--- src/rtl/core/bpt_pkg.sv ---
// ----------------------------------------------------------------------------
// bpt_pkg
// shared types and constants of the breakpoint table
// ----------------------------------------------------------------------------
package bpt_pkg;

  typedef enum logic [1:0] {
    ACT_SET    = 2'd0,
    ACT_DELETE = 2'd1,
    ACT_CLEAR  = 2'd2,
    ACT_READ   = 2'd3
  } action_e;

  localparam logic [2:0] KIND_PLAIN  = 3'd1;
  localparam logic [2:0] KIND_RETURN = 3'd2;
  localparam logic [2:0] KIND_STEP   = 3'd4;

  typedef struct packed {
    logic [1:0]  action;
    logic [31:0] address;
    logic [2:0]  flags;
    logic [31:0] frame_value;
    logic        readable;
    logic [3:0]  read_slot;
  } in_word_t;

  typedef struct packed {
    logic        ok;
    logic [3:0]  entry_slot;
    logic [2:0]  entry_flags;
    logic [31:0] entry_address;
    logic [31:0] return_frame;
    logic [31:0] step_frame;
  } out_word_t;

  typedef struct packed {
    logic [2:0]  kind;
    logic [31:0] addr;
    logic [31:0] ret;
    logic [31:0] stp;
  } entry_t;

endpackage

--- src/rtl/core/bpt_in_if.sv ---
// ----------------------------------------------------------------------------
// bpt_in_if
// request channel of the breakpoint table
// ----------------------------------------------------------------------------
interface bpt_in_if;
  logic               valid;
  logic               ready;
  bpt_pkg::in_word_t  data;

  modport source (output valid, output data, input ready);
  modport sink   (input valid, input data, output ready);
endinterface

--- src/rtl/core/bpt_out_if.sv ---
// ----------------------------------------------------------------------------
// bpt_out_if
// response channel of the breakpoint table
// ----------------------------------------------------------------------------
interface bpt_out_if;
  logic                valid;
  logic                ready;
  bpt_pkg::out_word_t  data;

  modport source (output valid, output data, input ready);
  modport sink   (input valid, input data, output ready);
endinterface

--- src/rtl/core/bpt_ram.sv ---
// ----------------------------------------------------------------------------
// bpt_ram
// simple dual-port ram, one write and one registered read port
// ----------------------------------------------------------------------------
module bpt_ram #(
  parameter int WIDTH = 8,
  parameter int DEPTH = 16
) (
  input  logic                     clk_i,
  input  logic                     we_i,
  input  logic [$clog2(DEPTH)-1:0] waddr_i,
  input  logic [WIDTH-1:0]         wdata_i,
  input  logic                     re_i,
  input  logic [$clog2(DEPTH)-1:0] raddr_i,
  output logic [WIDTH-1:0]         rdata_o
);

  logic [WIDTH-1:0] mem_q [DEPTH];

  always_ff @(posedge clk_i) begin
    if (we_i) begin
      mem_q[waddr_i] <= wdata_i;
    end
    if (re_i) begin
      rdata_o <= mem_q[raddr_i];
    end
  end

endmodule

--- src/rtl/core/breakpoint_table_core.sv ---
// ----------------------------------------------------------------------------
// breakpoint_table_core
// breakpoint table: set, delete, clear all and read of breakpoint entries
// ----------------------------------------------------------------------------
// Entries live in one ram with a registered read; a per-entry valid flop marks
// entries whose kind field is live, so clear all takes effect at once. Set and
// delete walk the ram one entry at a time (read state, then check state) and
// present their result word after the walk ends, which is early when a delete
// or a set at a live address hits. A read passes through the read and check
// states; clear all, a set that is unreadable or of kind 0 and a read of a
// slot beyond the table go straight to the done state. One request is in
// work at a time; a finished word waits in the output register while the
// next request is accepted, and a request that finishes while that register
// is still held stalls until it drains.
module breakpoint_table_core #(
  parameter int ENTRIES = 16
) (
  input  logic       clk_i,
  input  logic       rst_ni,
  bpt_in_if.sink     in_i,
  bpt_out_if.source  out_o
);

  localparam int IW = (ENTRIES > 1) ? $clog2(ENTRIES) : 1;
  localparam logic [IW-1:0] LAST = IW'(ENTRIES - 1);

  typedef enum logic [2:0] {
    ST_IDLE,
    ST_RD,
    ST_CHK,
    ST_WR,
    ST_DONE
  } state_e;

  state_e               state_q;
  logic [1:0]           op_q;
  logic [31:0]          req_addr_q;
  logic [2:0]           req_flags_q;
  logic [31:0]          req_frame_q;
  logic [IW-1:0]        idx_q;
  logic                 free_found_q;
  logic [IW-1:0]        sel_slot_q;
  bpt_pkg::entry_t      sel_q;
  logic [ENTRIES-1:0]   valid_q;
  bpt_pkg::out_word_t   res_q;
  logic                 out_vld_q;
  bpt_pkg::out_word_t   out_word_q;

  logic                 ram_we;
  logic                 ram_re;
  bpt_pkg::entry_t      ram_wdata;
  logic [$bits(bpt_pkg::entry_t)-1:0] ram_rdata_raw;
  bpt_pkg::entry_t      ram_rdata;
  bpt_pkg::entry_t      rd_entry;
  bpt_pkg::out_word_t   res_init;

  logic [2:0]           cur_kind;
  logic                 live_hit;
  logic                 is_free;
  logic                 del_hit;
  logic                 set_fail;
  logic [31:0]          rslot_w;
  logic [31:0]          idx_w;
  logic [31:0]          sel_w;
  logic                 out_free;

  bpt_ram #(
    .WIDTH ($bits(bpt_pkg::entry_t)),
    .DEPTH (ENTRIES)
  ) u_ram (
    .clk_i   (clk_i),
    .we_i    (ram_we),
    .waddr_i (sel_slot_q),
    .wdata_i (ram_wdata),
    .re_i    (ram_re),
    .raddr_i (idx_q),
    .rdata_o (ram_rdata_raw)
  );

  assign ram_rdata = bpt_pkg::entry_t'(ram_rdata_raw);
  assign in_i.ready = (state_q == ST_IDLE);
  assign out_o.valid = out_vld_q;
  assign out_o.data = out_word_q;
  assign out_free = !out_vld_q || out_o.ready;
  assign rslot_w = 32'(in_i.data.read_slot);
  assign idx_w = 32'(idx_q);
  assign sel_w = 32'(sel_slot_q);

  always_comb begin
    cur_kind = valid_q[idx_q] ? ram_rdata.kind : 3'd0;
    rd_entry = ram_rdata;
    rd_entry.kind = cur_kind;
    res_init = '0;
    res_init.ok = (in_i.data.action == bpt_pkg::ACT_CLEAR);
    live_hit = (cur_kind != 3'd0) && (ram_rdata.addr == req_addr_q);
    is_free  = (cur_kind == 3'd0);
    del_hit  = ((cur_kind & req_flags_q) != 3'd0) && (ram_rdata.addr == req_addr_q);
    set_fail = (req_flags_q != bpt_pkg::KIND_PLAIN) &&
               ((sel_q.kind & req_flags_q) != 3'd0);
    ram_re = (state_q == ST_RD);
    ram_wdata = sel_q;
    ram_we = 1'b0;
    if (state_q == ST_WR) begin
      if (op_q == bpt_pkg::ACT_SET) begin
        ram_we = !set_fail;
        ram_wdata.kind = sel_q.kind | req_flags_q;
        ram_wdata.addr = req_addr_q;
        if (req_flags_q == bpt_pkg::KIND_RETURN) begin
          ram_wdata.ret = req_frame_q;
        end
        if (req_flags_q == bpt_pkg::KIND_STEP) begin
          ram_wdata.stp = req_frame_q;
        end
      end else begin
        ram_we = 1'b1;
        ram_wdata.kind = sel_q.kind & ~req_flags_q;
      end
    end
  end

  always_ff @(posedge clk_i or negedge rst_ni) begin
    if (!rst_ni) begin
      state_q      <= ST_IDLE;
      valid_q      <= '0;
      out_vld_q    <= 1'b0;
      free_found_q <= 1'b0;
    end else begin
      if (out_vld_q && out_o.ready && state_q != ST_DONE) begin
        out_vld_q <= 1'b0;
      end
      case (state_q)
        ST_IDLE: begin
          if (in_i.valid) begin
            op_q         <= in_i.data.action;
            req_addr_q   <= in_i.data.address;
            req_flags_q  <= in_i.data.flags;
            req_frame_q  <= in_i.data.frame_value;
            free_found_q <= 1'b0;
            idx_q        <= '0;
            res_q        <= res_init;
            case (bpt_pkg::action_e'(in_i.data.action))
              bpt_pkg::ACT_SET: begin
                if (in_i.data.readable && in_i.data.flags != 3'd0) begin
                  state_q <= ST_RD;
                end else begin
                  state_q <= ST_DONE;
                end
              end
              bpt_pkg::ACT_DELETE: begin
                state_q <= ST_RD;
              end
              bpt_pkg::ACT_CLEAR: begin
                valid_q  <= '0;
                state_q  <= ST_DONE;
              end
              default: begin
                if (rslot_w < 32'(ENTRIES)) begin
                  idx_q   <= rslot_w[IW-1:0];
                  state_q <= ST_RD;
                end else begin
                  state_q <= ST_DONE;
                end
              end
            endcase
          end
        end
        ST_RD: begin
          state_q <= ST_CHK;
        end
        ST_CHK: begin
          case (bpt_pkg::action_e'(op_q))
            bpt_pkg::ACT_SET: begin
              if (live_hit) begin
                sel_slot_q <= idx_q;
                sel_q      <= rd_entry;
                state_q    <= ST_WR;
              end else begin
                if (is_free && !free_found_q) begin
                  free_found_q <= 1'b1;
                  sel_slot_q   <= idx_q;
                  sel_q        <= rd_entry;
                end
                if (idx_q == LAST) begin
                  state_q <= (free_found_q || is_free) ? ST_WR : ST_DONE;
                end else begin
                  idx_q   <= idx_q + 1'b1;
                  state_q <= ST_RD;
                end
              end
            end
            bpt_pkg::ACT_DELETE: begin
              if (del_hit) begin
                sel_slot_q <= idx_q;
                sel_q      <= rd_entry;
                state_q    <= ST_WR;
              end else if (idx_q == LAST) begin
                state_q <= ST_DONE;
              end else begin
                idx_q   <= idx_q + 1'b1;
                state_q <= ST_RD;
              end
            end
            default: begin
              res_q   <= {1'b1, idx_w[3:0], cur_kind, ram_rdata.addr, ram_rdata.ret,
                          ram_rdata.stp};
              state_q <= ST_DONE;
            end
          endcase
        end
        ST_WR: begin
          if (ram_we) begin
            valid_q[sel_slot_q] <= 1'b1;
            res_q <= {1'b1, sel_w[3:0], ram_wdata.kind, ram_wdata.addr, ram_wdata.ret,
                      ram_wdata.stp};
          end
          state_q <= ST_DONE;
        end
        ST_DONE: begin
          if (out_free) begin
            out_word_q <= res_q;
            out_vld_q  <= 1'b1;
            state_q    <= ST_IDLE;
          end
        end
        default: begin
          state_q <= ST_IDLE;
        end
      endcase
    end
  end

endmodule
--- src/flat_wrapper.sv ---
// flat-port wrapper written by rule: the top's interface ports become plain ports
module breakpoint_table_core_flat 
#(
  parameter int ENTRIES = 16
)
  (clk_i, rst_ni, in_i_valid, in_i_data, in_i_ready, out_o_valid, out_o_data, out_o_ready);
  bpt_in_if in_i_i ();
  bpt_out_if out_o_i ();
  input  logic clk_i;
  input  logic rst_ni;
  input wire logic [$bits(in_i_i.valid)-1:0] in_i_valid;
  input wire logic [$bits(in_i_i.data)-1:0] in_i_data;
  output wire logic [$bits(in_i_i.ready)-1:0] in_i_ready;
  output wire logic [$bits(out_o_i.valid)-1:0] out_o_valid;
  output wire logic [$bits(out_o_i.data)-1:0] out_o_data;
  input wire logic [$bits(out_o_i.ready)-1:0] out_o_ready;
  assign in_i_i.valid = in_i_valid;
  assign in_i_i.data = in_i_data;
  assign in_i_ready = in_i_i.ready;
  assign out_o_valid = out_o_i.valid;
  assign out_o_data = out_o_i.data;
  assign out_o_i.ready = out_o_ready;
  breakpoint_table_core #(.ENTRIES(ENTRIES)) u_core (.clk_i(clk_i), .rst_ni(rst_ni), .in_i(in_i_i), .out_o(out_o_i));
endmodule
--- config.mk ---
export PLATFORM = sky130hd
export DESIGN_NAME = breakpoint_table_core_flat
export DESIGN_NICKNAME = d
export VERILOG_FILES = /design/src/rtl/core/bpt_pkg.sv /design/src/rtl/core/bpt_in_if.sv /design/src/rtl/core/bpt_out_if.sv /design/src/rtl/core/bpt_ram.sv /design/src/rtl/core/breakpoint_table_core.sv /design/src/flat_wrapper.sv
export SDC_FILE = /design/constraint.sdc
export NUM_CORES = 2
export LEC_CHECK = 0
export BUFFER_PORTS_ARGS = -buffer_cell sky130_fd_sc_hd__buf_2
export CELL_PAD_IN_SITES_DETAIL_PLACEMENT = 1
export CELL_PAD_IN_SITES_GLOBAL_PLACEMENT = 1
export CORE_ASPECT_RATIO = 1.5
export CORE_MARGIN = 4
export CORE_UTILIZATION = 46
export DETAILED_ROUTE_END_ITERATION = 7
export PLACE_DENSITY = 0.72
export SYNTH_ARGS = -nofsm -noshare
export SYNTH_HDL_FRONTEND = slang
export SYNTH_SLANG_ARGS = --single-unit
--- constraint.sdc ---
create_clock -name clk_i -period 27.4 [get_ports clk_i]
set_clock_uncertainty 0.1 [all_clocks]
set_input_delay 5.48 -clock clk_i [delete_from_list [all_inputs] [get_ports clk_i]]
set_output_delay 5.48 -clock clk_i [all_outputs]
set_load 0.02 [all_outputs]
* After elaboration in Yosys (flattened, before gate mapping)
Memories as Yosys holds them, arrays and structs flattened. A register that Yosys moved wholly into a read port is not among the register bits. Index checks and enable logic that the tools add are counted.
Word-level totals: register bits 405, bits in writable memories 1584, bits of input ports 78, output and inout port bits 106, word-level logic and storage cells 157, memories kept 1
Cells by class: $add $sub $neg 1, $lt $le $gt $ge 4, eq/ne operators 26, multiplexer cells 58, bitwise logic cells 6, reductions and logical operators 35
Memories:
- u_core.u_ram.mem_q | words 16, width 99, read ports 1, clocked after memory_dff 1, write ports 1, line bpt_ram.sv:18 | logic [WIDTH-1:0] mem_q [DEPTH];
Operators with widths (number):
- 99-bit 2-to-1 mux | 4
- 104-bit 2-to-1 mux | 3
- 104-bit case mux with 3 select lines | 1
- 99-bit case mux with 2 select lines | 1
- 96-bit 2-to-1 mux | 1
- 32-bit 2-to-1 mux | 2
- 16-bit 2-to-1 mux | 3
- 4-bit 2-to-1 mux | 9
- 3-bit 2-to-1 mux | 11
- 32-bit == test | 1
- 16-bit case mux with 2 select lines | 1
- 4-bit case mux with 2 select lines | 3
- 16-bit OR | 1
- 4-bit by 5-bit less-than comparator with 1-bit output (second input constant) | 3
- 3-bit case mux with 5 select lines | 1
- 5-bit AND reduction | 3
- 3-bit nonzero test | 5
- 1-bit 2-to-1 mux | 13
- 2-bit by 1-bit != test with 1-bit output (second input constant) | 6
- 3-bit AND | 3
- 3-bit by 2-bit == test with 1-bit output (second input constant) | 3
- 3-bit != test (second input constant) | 3
- 3-bit case mux with 3 select lines | 1
- 1-bit logical AND | 8
- 27 further kinds | 40

* Logic depth before layout (Yosys ltp)
depth in word-level cells 10, gate-level depth with buffers 9, mapped depth without buffers 6

* By module
Synthesis repeated with hierarchy kept, for this count alone.
Second synthesis, totals: cell total of the unflattened synthesis 3449, area, all modules 78187.5 um^2
By module, submodules not included:
- bpt_ram | times used 1, cells an instance 2534, area an instance 62199.7 um^2, sequential area each 50538.5 um^2
- breakpoint_table_core | times used 1, cells an instance 915, area an instance 15987.8 um^2, sequential area each 12056.6 um^2

* Least setup slack after synthesis
No wires, ideal clock.
path kind input -> register, from input rst_ni, to register u_core.res_q[0] (netlist bit), enable pin, setup time 1120 ps, arrival time 21607 ps, data required time 26180 ps, path slack 4573 ps, stages on the path 2, path buffers 0, cells stage by stage inv_1 a2111oi_0
Between the ends: cells in the longest elaborated chain, start to end 1
RTL lines:
- start, declared | line flat_wrapper.sv:10 | input logic rst_ni;
- 5-bit AND reduction (no line)
- end signal, assigned | line breakpoint_table_core.sv:140 | res_q <= res_init;
- end signal, assigned | line breakpoint_table_core.sv:204 | res_q <= {1'b1, idx_w[3:0], cur_kind, ram_rdata.addr, ram_rdata.ret,
- end signal, assigned | line breakpoint_table_core.sv:213 | res_q <= {1'b1, sel_w[3:0], ram_wdata.kind, ram_wdata.addr, ram_wdata.ret,
- end, declared | line breakpoint_table_core.sv:45 | bpt_pkg::out_word_t res_q;
Every way passes these cells. A chain may end at the register's enable or synchronous reset.

* Final worst setup path
from register u_core.state_q[0], to output in_i_ready
Between the ends: cells in the longest elaborated chain, start to end 1
RTL lines:
- start, declared | line breakpoint_table_core.sv:35 | state_e state_q;
- start signal, assigned | line breakpoint_table_core.sv:184 | state_q <= (free_found_q || is_free) ? ST_WR : ST_DONE;
- 3-bit zero test | line breakpoint_table_core.sv:81 | assign in_i.ready = (state_q == ST_IDLE);
- end, declared | line flat_wrapper.sv:13 | output wire logic [$bits(in_i_i.ready)-1:0] in_i_ready;
Every way passes these cells.

==> impl_metrics.toml <==
[worst_setup_path]
required_ns = 21.82
r2r-end = "u_core.u_ram.rdata_o[83]"
path_delay_family = "flip-flops"
slowest_delay_ns = 0.53
arrival_ns = 2.09
critPathKind = "reg2out"
worstReg2RegStart = "u_core.idx_q[0]"
cpMaxStageDelayCell = "dfrtp_1"
crit_fanout = 12
worstRegToRegCells = 7
critPathCaptureType = "primary output"
crit_chain = "nor3_1 > buf_2"
critical_path_depth = 2
critPathLaunchType = "register"
endpoint = "in_i_ready"
r2r_slack_ns = 21.48
crit_start = "u_core.state_q[0]"
worst-path-buf-inv = 1

[synth]
synth_cell_types = 50
yosys-top-cells-area = "edfxtp_1 79%, mux4_2 14%, mux2_1 0.86%, a22o_1 0.80%, dfrtp_1 0.67%"
ys_ff_latch = 2088
yosysWarnings = 0
synth-seq-area-share = 0.801
synthCells = 3212
synth_area_mm2 = 0.0781
synth_top_cell_area_share = 0.794
ys.flop_type = "edfxtp_1"
synth_edf_count = 2067
yosysTopAreaCell = "edfxtp_1"
synth-async-reset-ratio = 0.0101
syn_area_per_cell_um2 = 24.3
syn-num-nets = 3291

[sta]
slew_violations = 0
setup_tns_ns = 0
whs_ns = 0.319
setup_viol = 0
slew_headroom = 0.125
timing.fmax_ghz = 0.130
period_needed_ns = 7.67
rsz0062_at_grt = "no"
hold_viol = 0
tightest_slew_ns = 1.31
setup_ws_ns = 19.73
post-route-period-util = 0.280

[die]
core_area_mm2 = 0.169
dieArea_mm2 = 0.177
start_util = 0.462
die_w_um = 344
rows = 185
ios = 184
fp.dieH_um = 513

[route]
drtIter0Drc = 4382
viasPerCell = 6.16
drc = 0
drt_first_pass_iters = 5
vias = 36300
avgRoutedWirePerCell_um = 33.2
wl_um = 196000
drtAntennaViolNets = 0

[cells_and_area]
final_nets = 3564
final_design_area_no_fill_mm2 = 0.0884
finalCoreUtilization = 0.523
layout-drive-gt1-share = 0.297
syn2layout_area_growth_pct = 13.2
fin_cells = 5894

[grt]
grt_first_pass_wirelength_um = 281000
use_met2 = 0.374
top_usage_layer = "met2"
grt_use_met1 = 0.309
grt_pass1_vias = 38200
overflow = 0
antenna_found_initial = 14
grt.met3_usage = 0.0372
grt_use_total = 0.223
grt_max_degree = 141

[place]
dpl.hpwl_um = 96100
pre_cts_ws_ns = 19.04
port-buffer-count = 183
place_area_mm2 = 0.0820
placedCellCount = 5538
place_congestion = 0.758

[clocking]
cts_resized = 0
hold_buffers = 0
cts_tree = "done"
htreeDepth = 4
numClockSinks = 2088
cts_root_buffer = "clkbuf_16"
clk_latency_ns = 0.83
cts_buffers = 189
cts_buffer_depth = 3
cts.clk_slew.worst_paths_ns = 0.06
cts_setup_buffers = 0

[flow_run]
cap_violations = 0

[power_and_ir_drop]
p_leak_nw = 27.6
vdd_drop_max_uv = 60.1
total_power_mw = 7.28
powerDensity_mw_per_mm2 = 82.3

[min_path]
hold_path_class = "reg2reg"

[outcome]
outcome = "complete, no violations"
## routing by layer
layer	share of wire	wire length (µm)
met5	0.00029	57
met4	0.023	4490
met2	0.51	100000
met1	0.39	76700
met3	0.074	14400
## sequential cells by signal, indices dropped and copies added, names as in the netlist
name and flops:
u_core.req_addr_q 32, u_core.valid_q 16, u_core.u_ram.mem_q 1584, u_core.op_q 2
u_core.req_flags_q 3, u_core.res_q 104, u_core.idx_q 4, u_core.sel_slot_q 4
u_core.req_frame_q 32, u_core.state_q 3, u_core.u_ram.rdata_o 99, u_core.sel_q 99
u_core.free_found_q 1, u_core.out_o.data 104, u_core.out_o.valid 1
## where the power goes
part           internal (mW)  total (mW)  switching [mW]
Sequential              3.68        3.77          0.0938
Clock                   1.57        2.74            1.18
Combinational          0.315       0.763           0.448
## worst min-delay path by stage
stage	to	cells past startpoint	from
global route	u_core.out_o.data[50]	0	u_core.res_q[50]
CTS	u_core.out_o.data[20]	0	u_core.res_q[20]
floorplan	u_core.out_o.data[0]	0	u_core.res_q[0]
detailed placement	u_core.out_o.data[20]	0	u_core.res_q[20]
global placement	u_core.out_o.data[39]	0	u_core.res_q[39]
finish	u_core.out_o.data[50]	0	u_core.res_q[50]
## synthesized netlist by cell type (2+ instances only)
master	n
a21oi_1	3
a22o_1	71
a31oi_1	2
a32o_1	2
and2_1	6
and3_1	3
buf_1	42
buf_2	21
buf_4	6
clkbuf_1	87
dfrtp_1	21
edfxtp_1	2067
inv_1	4
mux2_1	60
mux2_2	40
mux2i_1	34
mux4_2	500
nand2_1	46
nand2_2	2
nand2b_1	8
nand3_1	3
nand3b_1	2
nand4_1	5
nor2_1	39
nor3_1	12
nor3b_1	2
nor4_1	8
nor4_4	2
o21a_1	18
o21ai_0	39
o21ai_1	2
o21bai_1	3
o22ai_1	2
or3_1	2
xor2_1	33
## worst register-to-register path, delay by kind of cell, from the launching register on
family	cells	cell delay (ns)
multiplexers	2	1.18
buffers and inverters	5	4.04
flip-flops	1	0.32
## final cells by class
type                            instances  area (µm²)
Inverter                                4        15.0
Tap cell                             2244        2810
Clock inverter                        127        1400
Timing Repair Buffer                  239        1560
Antenna cell                            3        7.51
Multi-Input combinational cell        963       15000
Sequential cell                      2088       62600
Clock buffer                          226        5020
Fill cell                           14400       80800
## layout by cell type (no fill, tap or decap), types with 4 or more instances in the layout
master,synthesis,layout
mux2_1,60,60
bufinv_16,0,27
nor3_1,12,8
mux4_2,500,500
clkinv_2,0,31
nand2b_1,8,8
inv_1,4,4
o21a_1,18,18
clkbuf_1,87,30
mux2i_1,34,34
nor2_4,0,15
o21ai_0,39,39
nand4_1,5,5
clkinv_4,0,6
clkinvlp_4,0,5
mux2_2,40,40
inv_6,0,6
a22o_1,71,71
clkbuf_16,0,196
buf_4,6,38
buf_2,21,183
xor2_1,33,33
nor2_1,39,24
nor3_2,0,4
nand2_1,46,46
buf_12,0,18
edfxtp_1,2067,2067
and2_1,6,4
clkinv_1,0,48
dfrtp_1,21,21
nor4_1,8,8
## logic make-up after synthesis
logic type / count (synthesis) / synth area share
flops: 2088 / 0.801
mux: 634 / 0.163
buf+inv: 161 / 0.00846
compound gates: 152 / 0.0146
simple gates: 142 / 0.00886
xor+xnor: 34 / 0.00381
fa+ha+maj: 1 / 0.000160
(Power assumes the default switching activity.)
